===== src/tmh_ram.sv =====
// ----------------------------------------------------------------------------
// tmh_ram: generic RAM
// One write port and two read ports, read data registered.
// ----------------------------------------------------------------------------
module tmh_ram #(
	parameter int WIDTH = 8,
	parameter int DEPTH = 16
) (
	input  logic                                    clk,
	input  logic                                    wr_en,
	input  logic [((DEPTH > 1) ? $clog2(DEPTH) : 1)-1:0] wr_addr,
	input  logic [WIDTH-1:0]                        wr_data,
	input  logic [((DEPTH > 1) ? $clog2(DEPTH) : 1)-1:0] rd_addr_a,
	input  logic [((DEPTH > 1) ? $clog2(DEPTH) : 1)-1:0] rd_addr_b,
	output logic [WIDTH-1:0]                        rd_data_a,
	output logic [WIDTH-1:0]                        rd_data_b
);

	logic [WIDTH-1:0] mem [DEPTH];
	logic [WIDTH-1:0] rd_a_q;
	logic [WIDTH-1:0] rd_b_q;

	always_ff @(posedge clk) begin
		if (wr_en) begin
			mem[wr_addr] <= wr_data;
		end
		rd_a_q <= mem[rd_addr_a];
		rd_b_q <= mem[rd_addr_b];
	end

	assign rd_data_a = rd_a_q;
	assign rd_data_b = rd_b_q;

endmodule


===== config.mk =====
export PLATFORM = sky130hd
export DESIGN_NAME = tmh_ram
export DESIGN_NICKNAME = d
export VERILOG_FILES = /design/src/tmh_ram.sv
export SDC_FILE = /design/constraint.sdc
export NUM_CORES = 1
export LEC_CHECK = 0
export BUFFER_PORTS_ARGS = -buffer_cell sky130_fd_sc_hd__buf_2
export CORE_MARGIN = 1
export CORE_UTILIZATION = 60
export DETAILED_ROUTE_END_ITERATION = 12
export GPL_ROUTABILITY_DRIVEN = 0
export PLACE_DENSITY = 0.79
export SLEW_MARGIN = 0
export SYNTH_ARGS = -nofsm -noshare
export SYNTH_HDL_FRONTEND = slang
export SYNTH_SLANG_ARGS = --single-unit

===== constraint.sdc =====
create_clock -name clk -period 2.1 [get_ports clk]
set_input_delay 0.21 -clock clk [delete_from_list [all_inputs] [get_ports clk]]
set_output_delay 0.21 -clock clk [all_outputs]
set_load 0.02 [all_outputs]

==> results.txt <==
The core region is 10280 µm². After Yosys synthesis, and, or, nand and nor cells account for 3.431% of the synthesized area. The clock period could shrink to 1.496 ns. The wire length per cell after detailed routing was 27.97 µm; the setup skew after layout was 0.005219 ns.

The count of buffers from port buffering is 37. Max-cap violations in this run came to 0. Power density over cell area: 933.4 nW/µm². At the pin with the least slew margin, the transition time is 0.5524 ns. TritonCTS built the clock tree. The number of fillers in the final layout is 607. The die covers 10990 µm².

Setup repair after global routing left no endpoint under its margin. The dominant combinational cell family by area after synthesis is multiplexers. The logs give 0 for the antenna diode count and 0.0008352 V for the maximum VDD drop. For the final max-slew violation count, the log shows 0.

The run finished with clean final reports. Timing analysis after detailed placement gives a worst setup slack of 0.2854 ns. For this block, the via count after detailed routing is 3565. In the final design database the tool counted 394 nets. The H-tree was split into 4 levels. In the finished design, the share of the clock period the worst path needs comes to 71.23%.

Global routing used 29.30% of the available tracks. Number of clock sinks seen by CTS: 144. The first global-routing pass estimated 22040 µm of wire.

In the final timing run, aggregate negative setup slack is 0 ns. The post-synthesis sequential element count was 144; the clock-pin slew on the worst setup and hold paths was 0.06 ns. The number of clock buffers added by TritonCTS is 17. For this run, the number of Yosys warnings is 0. The synthesized design spends more area on one cell type than any other, namely edfxtp_1. The share of Yosys cell area claimed by the top area cell type came out at 60.57%.

Entering global routing, the biggest net connects 19 pins. The number of antenna violations at the first check in global routing is 0, and the met1 track demand over resource in global routing is 40.87%. Across all setup checks in the final design, the least slack found is 0.6042 ns. The share of the Yosys chip area taken by registers is 65.62%.

In this run, the number of DRC markers left after iteration 0 of detailed routing was 436. By startpoint and endpoint, the worst setup path is classified as register to register. Highest clock frequency the design can meet: 668.5 MHz. The maximum fanout along the worst path works out to 2. After routing the design area is 7421 µm². The run gives 1.91 ns as the critical path data arrival time.

For the placed wire-length estimate after detailed placement, the log shows 8871 µm. The run gives 0 as the post-route DRC violation count. Clock tree root buffer cell: clkbuf_8. For this design, the CTS-stage hold fixing added 0 buffers. Using the TritonRoute via totals, the vias-per-cell ratio works out to 6.843. The area growth from synthesis to layout is 16.94%. Chip width: 104.8 µm.

Summing the areas of all fa, ha and maj instances in the mapped netlist gives 0% of the synthesized area. In this run the cell area of the synthesized design comes to 6346 µm². After synthesis, the cell types taking the most area are edfxtp_1, mux4_2, mux4_1. The run gives 329 as the total nets after synthesis. The required time of the worst setup path was 2.51 ns; the maximum number of buffers from clock root to sink was 2. The number of global-route vias before repair is 3646, and the I/O pin total is 38. The area share of xor/xnor cells in the synthesized design is 0%. The multiplexer share of the synthesized area was 24.45%.

The met2 track demand over resource was 45.27%; the area after detailed placement was 6797 µm². The hold violation count in the final report was 0. Startpoint kind of the worst setup timing path: a register. The clock latency of the later-clocked register in the worst-skew pair is 0.52 ns.

Global routing consumed, on the met3 layer, 7.174% of the routing resources. Setup violations remaining at the end of the flow were counted as 0. Global routing finished with a remaining overflow of 0. For the leakage power figure, the log shows 2.621 nW. Measured on the finished design, the core utilization comes to 72.21%.

Once the floorplan was initialized, standard cells occupied 61.75% of the core. Measured along the y axis, the die boundary spans 104.8 µm. For this block, the routed nets add up to 14570 µm of wire. Counting distinct cell types in the post-synthesis netlist gives 20. Cells with a size suffix above 1 make up 34.29% of the layout.

The number of detailed-route iterations in the first pass was 5; the count of nets left with antenna violations after detail routing was 0. The average instance in the mapped netlist occupies 20.67 µm². The worst setup path is captured at a register.

After clock tree synthesis, the setup repair step added 0 buffers. Headroom to the max-slew limit came out at 63.18%. In this run, post-CTS repair resized a total of 0 instances. For the number of instances in the synthesized netlist, the log shows 307. The synthesized netlist devotes 3.785% of its cell area to compound gates. After global routing, the most crowded layer is met2. Classification of the worst-slack hold path: input port to register. The row count was 37.
[layout make-up]
cell class	instances	area (µm²)	area share (%)
flip-flops and latches	144	4164	56.11
well taps	136	170.2	2.293
clock inverters	12	188.9	2.546
multi-input cells	143	2009	27.08
repair buffers	66	452.9	6.104
clock buffers	20	435.4	5.867
[cell usage in the layout, fill, tap and decap left out, types with 5 or more instances in the layout]
cell type and count:
bufinv_16 5, a22oi_1 32, nand2_1 17, mux4_1 28, dfxtp_1 16, edfxtp_1 128, mux4_2 34, clkbuf_16 16
buf_2 37, nor2_1 14, buf_4 25
[registers in the layout, summed over array words and instances, names as in the netlist]
| signal | cells |
|---|---|
| rd_data_b | 8 |
| mem | 128 |
| rd_data_a | 8 |
[final timing paths]
path,cells past startpoint,slack (ns),to,from
max,3,0.60,rd_data_a[0]$_DFF_P_,mem[0][0]$_DFFE_PP_
min,1,0.05,mem[10][4]$_DFFE_PP_,wr_data[4]
max reg2reg,3,0.60,rd_data_a[0]$_DFF_P_,mem[0][0]$_DFFE_PP_
min reg2reg,3,0.70,rd_data_a[0]$_DFF_P_,mem[15][0]$_DFFE_PP_
[power by group]
| part | switching, W | total [W] | internal, W |
|---|---|---|---|
| clock network | 0.00109 | 0.00315 | 0.00207 |
| logic | 0.000296 | 0.000531 | 0.000235 |
| registers | 0.0000339 | 0.00324 | 0.00321 |
| total | 0.00142 | 0.00693 | 0.00551 |
[routing by layer]
layer  up-vias  wire [µm]
li1       1474          -
met1      1795       5501
met2       251       6972
met3        45       1660
met4         0        438
met5         -          0
[critical path, stage by stage, from the launching register on]
cell	delay, ns
edfxtp_1	0.41
mux4_4	0.61
a22oi_1	0.29
nand2_1	0.08
[through the flow]
stage,total power [W],std cells,hold slack (ns)
6_report,0.006926,521,0.05453
3_5_place_dp,0.003821,489,0.6040
3_3_place_gp,0.003803,489,0.5764
2_1_floorplan,0.003624,307,0.3089
5_1_grt,0.007113,521,0.05915
4_1_cts,0.006950,521,0.04806
[synth_stat cells]
master / number
clkdlybuf4s25_2: 6
nor2b_1: 2
nor3_1: 4
mux4_2: 34
edfxtp_1: 128
buf_6: 6
and2b_1: 2
nand3b_1: 2
nand3_1: 1
buf_2: 6
nand2b_1: 2
mux4_1: 28
and2_1: 2
nand2_1: 17
nor2_1: 14
buf_4: 2
dfxtp_1: 16
mux4_4: 2
or3b_2: 1
a22oi_1: 32
[logic make-up (layout without fill, tap and decap cells)]
| group | count (synthesis) | in the layout |
|---|---|---|
| flops | 144 | 144 |
| mux | 64 | 64 |
| simple gates | 47 | 47 |
| compound gates | 32 | 32 |
| buf+inv | 20 | 98 |
(Power assumes the default switching activity.)
